**src/rtl/vde_pkg.sv**
```systemverilog
// Shared constants, codes and state type of the vector distance engine.
package vde_pkg;

	localparam int ELEM_W   = 16;
	localparam int LEN_W    = 11;
	localparam int DIST_W   = 48;
	localparam int MAX_LEN  = 1024;
	localparam int SQD_W    = 43;
	localparam int DOT_W    = 42;
	localparam int SQ_W     = 41;
	localparam int MUL_W    = 30;
	localparam int ROOT_W   = 30;
	localparam int RAD_W    = 2 * ROOT_W;
	localparam int DEN_W    = 58;
	localparam int FRAC_W   = 32;
	localparam int NUM_W    = DOT_W + FRAC_W;

	typedef enum logic [1:0] {
		MET_EUCLID = 2'd0,
		MET_INNER  = 2'd1,
		MET_NEG    = 2'd2,
		MET_COSINE = 2'd3
	} metric_t;

	typedef enum logic [1:0] {
		STAT_OK   = 2'd0,
		STAT_ZERO = 2'd1,
		STAT_SAT  = 2'd2
	} status_t;

	typedef enum logic [3:0] {
		ST_IDLE,
		ST_MD,
		ST_MA,
		ST_MB,
		ST_MP,
		ST_ACCP,
		ST_FIN,
		ST_SQE,
		ST_SQA,
		ST_SQB,
		ST_MULM,
		ST_DIVS,
		ST_DIV,
		ST_OUT
	} state_t;

endpackage

```
**src/rtl/vde_isqrt.sv**
```systemverilog
// Iterative integer square root, one result bit per cycle.
module vde_isqrt
	import vde_pkg::*;
(
	input  logic              clk,
	input  logic              arst_n,
	input  logic              start,
	input  logic [RAD_W-1:0]  x,
	output logic              done,
	output logic [ROOT_W-1:0] root
);

	localparam int REM_W = ROOT_W + 4;
	localparam int CNT_W = $clog2(ROOT_W);

	logic [RAD_W-1:0]  x_q;
	logic [REM_W-1:0]  rem_q;
	logic [ROOT_W-1:0] root_q;
	logic [CNT_W-1:0]  cnt_q;
	logic              busy_q;
	logic              done_q;

	logic [REM_W-1:0]  rem_n;
	logic [REM_W-1:0]  trial;
	logic              fits;

	assign rem_n = {rem_q[REM_W-3:0], x_q[RAD_W-1 -: 2]};
	assign trial = REM_W'({root_q, 2'b01});
	assign fits  = rem_n >= trial;

	always_ff @(posedge clk or negedge arst_n) begin
		if (!arst_n) begin
			busy_q <= 1'b0;
			done_q <= 1'b0;
			cnt_q  <= '0;
		end else begin
			done_q <= 1'b0;
			if (start) begin
				busy_q <= 1'b1;
				cnt_q  <= '0;
			end else if (busy_q) begin
				cnt_q <= cnt_q + 1'b1;
				if (cnt_q == CNT_W'(ROOT_W - 1)) begin
					busy_q <= 1'b0;
					done_q <= 1'b1;
				end
			end
		end
	end

	always_ff @(posedge clk) begin
		if (start) begin
			x_q    <= x;
			rem_q  <= '0;
			root_q <= '0;
		end else if (busy_q) begin
			x_q <= {x_q[RAD_W-3:0], 2'b00};
			if (fits) begin
				rem_q  <= rem_n - trial;
				root_q <= {root_q[ROOT_W-2:0], 1'b1};
			end else begin
				rem_q  <= rem_n;
				root_q <= {root_q[ROOT_W-2:0], 1'b0};
			end
		end
	end

	assign done = done_q;
	assign root = root_q;

endmodule

```
**src/rtl/vde_div.sv**
```systemverilog
// Restoring divider, one quotient bit per cycle, keeps the low result bits.
module vde_div
	import vde_pkg::*;
(
	input  logic              clk,
	input  logic              arst_n,
	input  logic              start,
	input  logic [NUM_W-1:0]  num,
	input  logic [DEN_W-1:0]  den,
	output logic              done,
	output logic [DIST_W-1:0] quo
);

	localparam int CNT_W = $clog2(NUM_W);

	logic [NUM_W-1:0]  num_q;
	logic [DEN_W-1:0]  den_q;
	logic [DEN_W:0]    rem_q;
	logic [DIST_W-1:0] quo_q;
	logic [CNT_W-1:0]  cnt_q;
	logic              busy_q;
	logic              done_q;

	logic [DEN_W:0]    rem_n;
	logic              fits;

	assign rem_n = {rem_q[DEN_W-1:0], num_q[NUM_W-1]};
	assign fits  = rem_n >= {1'b0, den_q};

	always_ff @(posedge clk or negedge arst_n) begin
		if (!arst_n) begin
			busy_q <= 1'b0;
			done_q <= 1'b0;
			cnt_q  <= '0;
		end else begin
			done_q <= 1'b0;
			if (start) begin
				busy_q <= 1'b1;
				cnt_q  <= '0;
			end else if (busy_q) begin
				cnt_q <= cnt_q + 1'b1;
				if (cnt_q == CNT_W'(NUM_W - 1)) begin
					busy_q <= 1'b0;
					done_q <= 1'b1;
				end
			end
		end
	end

	always_ff @(posedge clk) begin
		if (start) begin
			num_q <= num;
			den_q <= den;
			rem_q <= '0;
			quo_q <= '0;
		end else if (busy_q) begin
			num_q <= {num_q[NUM_W-2:0], 1'b0};
			rem_q <= fits ? rem_n - {1'b0, den_q} : rem_n;
			quo_q <= {quo_q[DIST_W-2:0], fits};
		end
	end

	assign done = done_q;
	assign quo  = quo_q;

endmodule

```
**src/rtl/vector_distance_engine.sv**
```systemverilog
// Vector distance engine top level: sequencer, accumulators and output register.
//
// Element pairs (signed Q8.8) arrive one request at a time. Each taken request
// keeps the input stalled while the sequencer steps through MD, MA, MB, MP and
// ACCP, so a new pair is accepted only after the previous one is folded in. The
// single shared 30x30 multiplier forms the squared difference, both squares and
// the product, with a saturating add behind it. On the pair marked last the result
// is formed. Inner product metrics and cosine with a zero magnitude go from FIN
// straight to OUT. Euclidean distance adds the bit-serial square root. Cosine
// distance adds two roots, one multiply and a restoring divide. Input stall stays
// high for the whole of this work, and for as long as the previous result still
// waits in the output register. Once a result is in the output register, a new
// vector may start while it waits to be taken. Pairs beyond MAX_LEN are dropped
// and flag status 2; cosine with a zero magnitude returns 0 with status 1.
module vector_distance_engine
	import vde_pkg::*;
(
	input  logic                     clk,
	input  logic                     arst_n,
	input  logic                     cfg_wr_en,
	input  logic [1:0]               cfg_wr_data,
	input  logic                     in_valid,
	output logic                     in_stall,
	input  logic signed [ELEM_W-1:0] elem_a,
	input  logic signed [ELEM_W-1:0] elem_b,
	input  logic                     last,
	output logic                     out_valid,
	input  logic                     out_stall,
	output logic signed [DIST_W-1:0] distance,
	output logic [1:0]               status,
	output logic [LEN_W-1:0]         length
);

	state_t state_q, state_d;

	metric_t                  metric_q;
	logic signed [ELEM_W-1:0] a_q, b_q;
	logic                     last_q;
	logic [SQD_W-1:0]         sqd_q;
	logic signed [DOT_W-1:0]  dot_q;
	logic [SQ_W-1:0]          sa_q, sb_q;
	logic [LEN_W-1:0]         cnt_q;
	logic                     sat_q;
	logic signed [2*MUL_W-1:0] prod_q;
	logic [ROOT_W-1:0]        ma_q, mb_q;
	logic [DIST_W-1:0]        res_dist_q;
	status_t                  res_status_q;
	logic                     out_valid_q;
	logic [DIST_W-1:0]        out_dist_q;
	status_t                  out_status_q;
	logic [LEN_W-1:0]         out_len_q;

	logic                     accept;
	logic                     full;
	logic                     zero_mag;
	logic                     out_free;
	logic signed [ELEM_W:0]   diff;
	logic signed [MUL_W-1:0]  mul_x, mul_y;
	logic                     sq_start, sq_done;
	logic [RAD_W-1:0]         sq_x;
	logic [ROOT_W-1:0]        sq_root;
	logic                     div_start, div_done;
	logic [DOT_W-1:0]         dot_abs;
	logic [DIST_W-1:0]        quo;
	logic [SQD_W:0]           sqd_sum;
	logic [SQ_W:0]            sa_sum, sb_sum;
	logic signed [DOT_W:0]    dot_sum;

	assign accept   = in_valid && !in_stall;
	assign full     = cnt_q >= LEN_W'(MAX_LEN);
	assign zero_mag = (sa_q == '0) || (sb_q == '0);
	assign out_free = !out_valid_q || !out_stall;
	assign diff     = $signed({a_q[ELEM_W-1], a_q}) - $signed({b_q[ELEM_W-1], b_q});
	assign dot_abs  = dot_q[DOT_W-1] ? DOT_W'(-dot_q) : DOT_W'(dot_q);

	// saturating adds: unsigned limits are all ones, so overflow is the carry
	assign sqd_sum = {1'b0, sqd_q} + (SQD_W+1)'(prod_q[32:0]);
	assign sa_sum  = {1'b0, sa_q} + (SQ_W+1)'(prod_q[30:0]);
	assign sb_sum  = {1'b0, sb_q} + (SQ_W+1)'(prod_q[30:0]);
	assign dot_sum = (DOT_W+1)'(dot_q) + (DOT_W+1)'($signed(prod_q[33:0]));

	always_comb begin
		state_d = state_q;
		unique case (state_q)
			ST_IDLE: begin
				if (in_valid) begin
					if (!full)
						state_d = ST_MD;
					else if (last)
						state_d = ST_FIN;
				end
			end
			ST_MD:   state_d = ST_MA;
			ST_MA:   state_d = ST_MB;
			ST_MB:   state_d = ST_MP;
			ST_MP:   state_d = ST_ACCP;
			ST_ACCP: state_d = last_q ? ST_FIN : ST_IDLE;
			ST_FIN: begin
				unique case (metric_q)
					MET_EUCLID:         state_d = ST_SQE;
					MET_INNER, MET_NEG: state_d = ST_OUT;
					MET_COSINE:         state_d = zero_mag ? ST_OUT : ST_SQA;
					default:            state_d = ST_OUT;
				endcase
			end
			ST_SQE:  if (sq_done) state_d = ST_OUT;
			ST_SQA:  if (sq_done) state_d = ST_SQB;
			ST_SQB:  if (sq_done) state_d = ST_MULM;
			ST_MULM: state_d = ST_DIVS;
			ST_DIVS: state_d = ST_DIV;
			ST_DIV:  if (div_done) state_d = ST_OUT;
			ST_OUT:  if (out_free) state_d = ST_IDLE;
			default: state_d = ST_IDLE;
		endcase
	end

	always_comb begin
		in_stall  = state_q != ST_IDLE;
		sq_start  = 1'b0;
		sq_x      = {1'b0, sqd_q, 16'b0};
		div_start = state_q == ST_DIVS;
		mul_x     = MUL_W'(diff);
		mul_y     = MUL_W'(diff);
		unique case (state_q)
			ST_FIN: begin
				if (metric_q == MET_EUCLID) begin
					sq_start = 1'b1;
				end else if (metric_q == MET_COSINE && !zero_mag) begin
					sq_start = 1'b1;
					sq_x     = {3'b0, sa_q, 16'b0};
				end
			end
			ST_SQA: begin
				sq_start = sq_done;
				sq_x     = {3'b0, sb_q, 16'b0};
			end
			ST_MA: begin
				mul_x = MUL_W'(a_q);
				mul_y = MUL_W'(a_q);
			end
			ST_MB: begin
				mul_x = MUL_W'(b_q);
				mul_y = MUL_W'(b_q);
			end
			ST_MP: begin
				mul_x = MUL_W'(a_q);
				mul_y = MUL_W'(b_q);
			end
			ST_SQB: begin
				mul_x = $signed(ma_q);
				mul_y = $signed(mb_q);
			end
			ST_MULM: begin
				mul_x = $signed(ma_q);
				mul_y = $signed(mb_q);
			end
			default: begin
			end
		endcase
	end

	always_ff @(posedge clk or negedge arst_n) begin
		if (!arst_n) begin
			state_q     <= ST_IDLE;
			metric_q    <= MET_EUCLID;
			sqd_q       <= '0;
			dot_q       <= '0;
			sa_q        <= '0;
			sb_q        <= '0;
			cnt_q       <= '0;
			sat_q       <= 1'b0;
			out_valid_q <= 1'b0;
		end else begin
			state_q <= state_d;
			if (cfg_wr_en)
				metric_q <= metric_t'(cfg_wr_data);
			if (accept) begin
				if (full)
					sat_q <= 1'b1;
				else
					cnt_q <= cnt_q + 1'b1;
			end
			case (state_q)
				ST_MA: begin
					if (sqd_sum[SQD_W]) begin
						sqd_q <= '1;
						sat_q <= 1'b1;
					end else begin
						sqd_q <= sqd_sum[SQD_W-1:0];
					end
				end
				ST_MB: begin
					if (sa_sum[SQ_W]) begin
						sa_q  <= '1;
						sat_q <= 1'b1;
					end else begin
						sa_q <= sa_sum[SQ_W-1:0];
					end
				end
				ST_MP: begin
					if (sb_sum[SQ_W]) begin
						sb_q  <= '1;
						sat_q <= 1'b1;
					end else begin
						sb_q <= sb_sum[SQ_W-1:0];
					end
				end
				ST_ACCP: begin
					if (dot_sum[DOT_W] != dot_sum[DOT_W-1]) begin
						dot_q <= dot_sum[DOT_W] ? {1'b1, {(DOT_W-1){1'b0}}}
							: {1'b0, {(DOT_W-1){1'b1}}};
						sat_q <= 1'b1;
					end else begin
						dot_q <= dot_sum[DOT_W-1:0];
					end
				end
				ST_OUT: begin
					if (out_free) begin
						sqd_q <= '0;
						dot_q <= '0;
						sa_q  <= '0;
						sb_q  <= '0;
						cnt_q <= '0;
						sat_q <= 1'b0;
					end
				end
				default: begin
				end
			endcase
			if (state_q == ST_OUT && out_free)
				out_valid_q <= 1'b1;
			else if (!out_stall)
				out_valid_q <= 1'b0;
		end
	end

	always_ff @(posedge clk) begin
		if (accept) begin
			a_q    <= elem_a;
			b_q    <= elem_b;
			last_q <= last;
		end
		prod_q <= mul_x * mul_y;
		if (state_q == ST_FIN) begin
			res_status_q <= sat_q ? STAT_SAT : STAT_OK;
			if (metric_q == MET_INNER)
				res_dist_q <= DIST_W'(dot_q);
			else if (metric_q == MET_NEG)
				res_dist_q <= -DIST_W'(dot_q);
			else if (metric_q == MET_COSINE && zero_mag) begin
				res_dist_q   <= '0;
				res_status_q <= STAT_ZERO;
			end
		end
		if (state_q == ST_SQE && sq_done)
			res_dist_q <= DIST_W'(sq_root);
		if (state_q == ST_SQA && sq_done)
			ma_q <= sq_root;
		if (state_q == ST_SQB && sq_done)
			mb_q <= sq_root;
		if (state_q == ST_DIV && div_done)
			res_dist_q <= dot_q[DOT_W-1] ? DIST_W'(65536) + quo : DIST_W'(65536) - quo;
		if (state_q == ST_OUT && out_free) begin
			out_dist_q   <= res_dist_q;
			out_status_q <= res_status_q;
			out_len_q    <= cnt_q;
		end
	end

	vde_isqrt u_isqrt (
		.clk    (clk),
		.arst_n (arst_n),
		.start  (sq_start),
		.x      (sq_x),
		.done   (sq_done),
		.root   (sq_root)
	);

	vde_div u_div (
		.clk    (clk),
		.arst_n (arst_n),
		.start  (div_start),
		.num    ({dot_abs, {FRAC_W{1'b0}}}),
		.den    (prod_q[DEN_W-1:0]),
		.done   (div_done),
		.quo    (quo)
	);

	assign out_valid = out_valid_q;
	assign distance  = $signed(out_dist_q);
	assign status    = out_status_q;
	assign length    = out_len_q;

	a_cnt_bound: assert property (@(posedge clk) disable iff (!arst_n)
		cnt_q <= LEN_W'(MAX_LEN))
		else $error("pair count beyond maximum length");

	a_div_den: assert property (@(posedge clk) disable iff (!arst_n)
		state_q == ST_DIVS |-> prod_q[DEN_W-1:0] != '0)
		else $error("divide started with zero magnitude product");

	a_zero_dist: assert property (@(posedge clk) disable iff (!arst_n)
		(out_valid_q && out_status_q == STAT_ZERO) |-> out_dist_q == '0)
		else $error("zero magnitude status with nonzero distance");

	a_out_clear: assert property (@(posedge clk) disable iff (!arst_n)
		(state_q == ST_OUT && out_free) |=> (cnt_q == '0 && !sat_q))
		else $error("accumulators not cleared after result");

endmodule

```
**config.mk**
```make
export PLATFORM = sky130hd
export DESIGN_NAME = vector_distance_engine
export DESIGN_NICKNAME = d
export VERILOG_FILES = /design/src/rtl/vde_pkg.sv /design/src/rtl/vde_isqrt.sv /design/src/rtl/vde_div.sv /design/src/rtl/vector_distance_engine.sv
export SDC_FILE = /design/constraint.sdc
export NUM_CORES = 2
export LEC_CHECK = 0
export ABC_CLOCK_PERIOD_IN_PS = 11900
export BUFFER_PORTS_ARGS = -buffer_cell sky130_fd_sc_hd__buf_2
export CAP_MARGIN = 20
export CORE_ASPECT_RATIO = 2
export CORE_MARGIN = 2
export CORE_UTILIZATION = 45
export DETAILED_ROUTE_END_ITERATION = 12
export GPL_TIMING_DRIVEN = 0
export PLACE_DENSITY = 0.63
export SETUP_SLACK_MARGIN = 0.2
export SYNTH_ARGS = -nofsm -noshare
export SYNTH_HDL_FRONTEND = slang
export SYNTH_SLANG_ARGS = --single-unit
```
**constraint.sdc**
```tcl
create_clock -name clk -period 11.9 [get_ports clk]
set_input_delay 0.595 -clock clk [delete_from_list [all_inputs] [get_ports clk]]
set_output_delay 0.595 -clock clk [all_outputs]
set_load 0.05 [all_outputs]
```
Word level (Yosys, flattened, before mapping)
Index checks and enable logic that the tools add are counted.
{"block": "totals", "inputBits": 40, "register_bits": 792, "output_inout_bits": 63, "latch_bits": 0, "mem_bits_ro": 0, "ram_bits": 0, "mem_count": 0}
{"block": "op_classes", "mux": 81, "n_eq_ne": 27, "order_cmp": 3, "bitwise": 0, "n_mul": 1, "shift": 0, "addsub": 14, "n_div": 0, "reduce_logical": 37}
{"operator": "2-to-1 mux 48 bit", "count": 7}
{"operator": "case mux 30 bit (3 select lines)", "count": 2}
{"operator": "2-to-1 mux 42 bit", "count": 4}
{"operator": "case mux 41 bit (2 select lines)", "count": 2}
{"operator": "2-to-1 mux 74 bit", "count": 2}
{"operator": "2-to-1 mux 41 bit", "count": 3}
{"operator": "2-to-1 mux 60 bit", "count": 2}
{"operator": "2-to-1 mux 59 bit", "count": 2}
{"operator": "case mux 59 bit (2 select lines)", "count": 1}
{"operator": "2-to-1 mux 43 bit", "count": 2}
{"operator": "case mux 43 bit (2 select lines)", "count": 1}
{"operator": "adder 41 x 31 -> 42 bit", "count": 2}
{"operator": "case mux 42 bit (2 select lines)", "count": 1}
{"operator": "logical NOT 41 bit", "count": 2}
{"operator": "greater-or-equal comparator 59 x 58 -> 1 bit", "count": 1}
{"operator": "multiplier 30 x 30 -> 58 bit", "count": 1}
{"operator": "2-to-1 mux 58 bit", "count": 1}
{"operator": "subtractor 58 bit", "count": 1}
{"operator": "case mux 4 bit (14 select lines)", "count": 1}
{"operator": "adder 17 x 48 -> 48 bit, first input constant", "count": 1}
{"operator": "negation 42 -> 48 bit", "count": 1}
{"operator": "subtractor 17 x 48 -> 48 bit, first input constant", "count": 1}
{"operator": "adder 43 x 33 -> 44 bit", "count": 1}
{"operator": "2-to-1 mux 11 bit", "count": 4}
{"operator": "other kinds (43)", "count": 117}

Depth between registers and ports, before layout
{"block": "logic_depth", "ltp_word": 9, "mapped_depth": 43, "depth_no_buf": 42}

Hierarchy
From an unflattened synthesis, not the netlist that was laid out.
{"block": "hier_totals", "cells_unflattened": 9009, "area_unflattened_um2": 81867.3}
{"module": "vector_distance_engine", "cells_each": 6972, "area_each_um2": 61153.7, "seq_area_each_um2": 11941.5, "instances": 1}
{"module": "vde_div", "cells_each": 1305, "area_each_um2": 13282.7, "seq_area_each_um2": 6311.1, "instances": 1}
{"module": "vde_isqrt", "cells_each": 732, "area_each_um2": 7430.9, "seq_area_each_um2": 3218.1, "instances": 1}

Worst setup path after synthesis
OpenSTA, ideal clock, no wires.
{"block": "synth_timing", "kind": "reg2reg", "start": "reg a_q[0]", "end": "reg prod_q[57]", "n_path_buf": 2, "path_stages_with_launch": 41, "setup_slack_ps": 968, "synth_period_minus_slack_ps": 10932, "setup_time_ps": 72, "t_arrival_ps": 10860, "path_cell_list": "edfxtp_1 > inv_1 > ha_1 > fa_1 > nor2b_1 > o21ai_0 > a21boi_0 > o21a_1 > o21ai_1 > a211oi_1 > o41ai_2 > o21a_1 > o21ai_1 > a21oi_1 > clkbuf_1 > buf_2 > nand2_1 > fa_1 > (+5 left out) > inv_1 > fa_1 > fa_1 > fa_1 > inv_1 > fa_1 > inv_1 > ha_1 > nor2b_1 > o21ai_0 > nand2b_1 > a211oi_1 > inv_1 > a221o_1 > a31o_2 > a221o_1 > a21oi_1 > xnor2_1"}
{"block": "synth_via", "elab_chain_len": 3}
{"item": "start, declared", "line_no": "vector_distance_engine.sv:37", "source": "logic signed [ELEM_W-1:0] a_q, b_q;"}
{"item": "start signal, assigned", "line_no": "vector_distance_engine.sv:239", "source": "a_q <= elem_a;"}
{"item": "subtractor 16 x 16 -> 17 bit", "line_no": "vector_distance_engine.sv:73", "source": "assign diff = $signed({a_q[ELEM_W-1], a_q}) - $signed({b_q[ELEM_W-1], b_q});"}
{"item": "case mux 30 bit (3 select lines)", "line_no": "vector_distance_engine.sv:124", "source": "unique case (state_q)"}
{"item": "multiplier 30 x 30 -> 58 bit *", "line_no": "vector_distance_engine.sv:243", "source": "prod_q <= mul_x * mul_y;"}
{"item": "end signal, assigned", "line_no": "vector_distance_engine.sv:243"}
{"item": "end, declared", "line_no": "vector_distance_engine.sv:44", "source": "logic signed [2*MUL_W-1:0] prod_q;"}
Mark *: on every way between the ends. The rest lies on a longest branch, timed or not.
A chain may end at the register's enable or synchronous reset.

Worst setup path in the final report
{"block": "layout_timing", "start": "reg b_q[0]", "end": "reg prod_q[57]"}
{"block": "layout_via", "elab_chain_len": 3}
{"item": "start, declared", "line_no": "vector_distance_engine.sv:37"}
{"item": "start signal, assigned", "line_no": "vector_distance_engine.sv:240", "source": "b_q <= elem_b;"}
{"item": "subtractor 16 x 16 -> 17 bit", "line_no": "vector_distance_engine.sv:73"}
{"item": "case mux 30 bit (3 select lines)", "line_no": "vector_distance_engine.sv:124"}
{"item": "multiplier 30 x 30 -> 58 bit *", "line_no": "vector_distance_engine.sv:243"}
Marks and branches as above.

==> metrics.cfg <==
[status]
status = finished clean

[clock_network]
cts_tree = yes
clock_latency_ps = 700
cts_root_buf = clkbuf_16
htree_levels = 3
clk_pin_slew_ps = 80
cts_buffer_depth = 3
clock-sinks = 776
cts_buffers = 73

[yosys]
synthFlopType = edfxtp_1
yosys-top-cells-area = fa_1 (24%), edfxtp_1 (13%), ha_1 (6.9%)
yosys_warnings = 0
yosysMostFrequentCell = inv_1
synthDistinctLibCells = 101
syn_inst = 8619
synth_top_area_frac = 0.243
synthArstFlopShare = 0.260
synth-seq-area-share = 0.258
syn_area_per_cell_sq_um = 9.02
synth_common_cells = inv_1 (1242), nand2_1 (1027), fa_1 (944), nor2_1 (753), a21oi_1 (453)
syn_nets = 10000
synth_top_area_cell = fa_1
netlist_area_sq_mm = 0.0777
ys_ff_latch = 776
synth_edf_count = 348

[setup_path]
rr_worst_depth = 40
r2r_end = prod_q[57]
criticalPathCategory = reg -> reg
endpoint = prod_q[57]
r2r_slack_ps = 330
start_kind = flip-flop
cp-startpoint = b_q[0]
worstPathMaxFanout = 10
slowest_stage = fa_2
cp.required_ps = 12490
cp_slowest_stage_delay_ps = 730
worstReg2RegStart = b_q[0]
arrival_ps = 12160
cp-end-kind = flip-flop

[hold_path]
hold_path_class = in -> reg
hold_depth = 1

[detailed_routing]
wl_per_cell_um = 29.5
routed_wl_um = 332000
ant_nets = 0
route.detailed.drc = 0
vias_per_cell = 5.96
route.vias.total = 67100
firstDrtPassIters = 9
drtIter0Drc = 5346

[timing]
setup_ws_ps = 327
max_freq_mhz = 86.4
maxSlewHeadroom = 0.158
timing.final.crit_share = 0.972
rsz0062_at_grt = yes
skew_ps = 47.3
maxSlewViolCount = 0
worst_slew_pin_slew_ps = 1250
timing.hold.ws_ps = 133
period_minus_slack_ps = 11570
finalSetupViolations = 0
final_hold_viol_count = 0

[grt]
grt_use_total = 0.377
grt_pass1_wl_um = 476000
grt-ovfl-total = 0
grt_pass1_vias = 70800
antenna_found_initial = 13
grt_max_degree = 103

[cells_and_area]
areaGrowthSynthToFinish_pct = 10.4
seq_area_sq_mm = 0.0200
multi_input_area_sq_mm = 0.0519
drive_gt1_frac = 0.0731
nFillCells = 16600
post-route-util = 0.500
layout.nets = 10300

[placement]
io_buffers = 102
detailed_place_hpwl_um = 269000
gp_congestion = 1.09
pre_cts_slack_ps = -3130

[die]
fp.coreArea_sq_mm = 0.172
initial_core_util = 0.453
io_pins = 103
die_height_um = 592
fp-row-count = 215
die_area_sq_mm = 0.176
die_x_um = 298

[flow_run]
cap_violations = 0

-- final cells by class --
cell class | instances | share of cell area
Antenna cell | 13 | 0.000379
Tap cell | 2278 | 0.0332
Clock inverter | 42 | 0.00469
Multi-Input combinational cell | 6162 | 0.605
Sequential cell | 776 | 0.233
Inverter | 1243 | 0.0546
Buffer | 436 | 0.0237
Clock buffer | 94 | 0.0241
Timing Repair Buffer | 209 | 0.0209
-- metrics by stage --
step | area, sq um | instances | TNS [ps]
2_1_floorplan | 77700 | 8619 | 0
3_3_place_gp | 81100 | 11000 | -84150
3_5_place_dp | 82100 | 11100 | -38430
4_1_cts | 85500 | 11200 | 0
5_1_grt | 85800 | 11200 | 0
6_report | 85800 | 11300 | 0
-- worst max-delay path: cells and delay by family, from the launching register on --
kind,cells,cell delay [ps]
adders and majority gates,11,5650
AOI/OAI and AO/OA,15,3490
buffers and inverters,9,1130
and+or+nand+nor,4,560
DFF,1,430
xor gates and xnor gates,1,160
-- flip-flops by register name, indices dropped and copies added, names as in the netlist, 16 cells and up --
register       cells
ma_q              30
a_q               16
distance          48
mb_q              30
b_q               16
sb_q              41
u_div.num_q       42
res_dist_q        48
u_isqrt.root      30
prod_q            58
sqd_q             43
u_isqrt.x_q       44
dot_q             42
u_div.quo         48
u_div.rem_q       58
u_div.den_q       58
u_isqrt.rem_q     32
sa_q              41
-- worst min path at each step --
stage,startpoint,to,slack [ps]
6_report,elem_b[10],b_q[10],130
5_1_grt,last,last_q,120
4_1_cts,elem_b[10],b_q[10],100
3_5_place_dp,prod_q[57],u_div.den_q[57],390
3_3_place_gp,prod_q[38],u_div.den_q[38],390
2_1_floorplan,arst_n,cnt_q[0],300
-- placed cells by master (no fill, tap or decap), drive strengths merged, types with 33 or more instances in the layout --
cell | synthesis | final
a211oi | 46 | 46
a21o | 214 | 214
a21oi | 459 | 459
a22oi | 56 | 56
a31oi | 112 | 112
and2 | 61 | 61
and3 | 66 | 66
buf | 78 | 289
clkbuf | 360 | 447
dfrtp | 202 | 202
dfxtp | 226 | 226
edfxtp | 348 | 348
fa | 944 | 944
ha | 430 | 430
inv | 1242 | 1247
mux2i | 132 | 132
nand2 | 1028 | 1028
nand2b | 55 | 55
nand3 | 208 | 208
nand4 | 53 | 53
nor2 | 753 | 753
nor3 | 116 | 116
nor4 | 50 | 50
o211ai | 109 | 109
o21a | 58 | 58
o21ai | 400 | 400
o21bai | 48 | 48
or3 | 33 | 33
xnor2 | 228 | 228
xor2 | 134 | 134
-- timing repair --
action / 4_1_cts / 5_1_grt
pin swaps: 19 / 14
hold endpoints to repair: 12 / 0
setup endpoints to repair: 29 / 11
hold buffers: 1 / 0
buffers inserted: 32 / 10
gates resized for setup: 225 / 69
gates cloned: 0 / 0
-- kinds of logic after synthesis --
logic type / after synthesis / synth area share
adder cells (fa/ha/maj): 1374 / 0.312
AND/OR/NAND/NOR: 2521 / 0.142
multiplexers: 134 / 0.0173
flip-flops: 776 / 0.258
XOR/XNOR: 362 / 0.0408
AO/OA/AOI/OAI: 1771 / 0.147
buffers and inverters: 1681 / 0.0826
-- routing by layer --
metal  global-route usage  vias to the layer above  part of all wire
met5                    0                        -          0.000072
met4                0.413                        4              0.14
met3               0.0581                     1333             0.055
met2                0.662                     3008              0.50
met1                0.358                    33500              0.31
li1                     -                    29200                 -
Power is not shown: default switching activity piles up to over one toggle a cycle in this logic, so the estimate is an artifact.
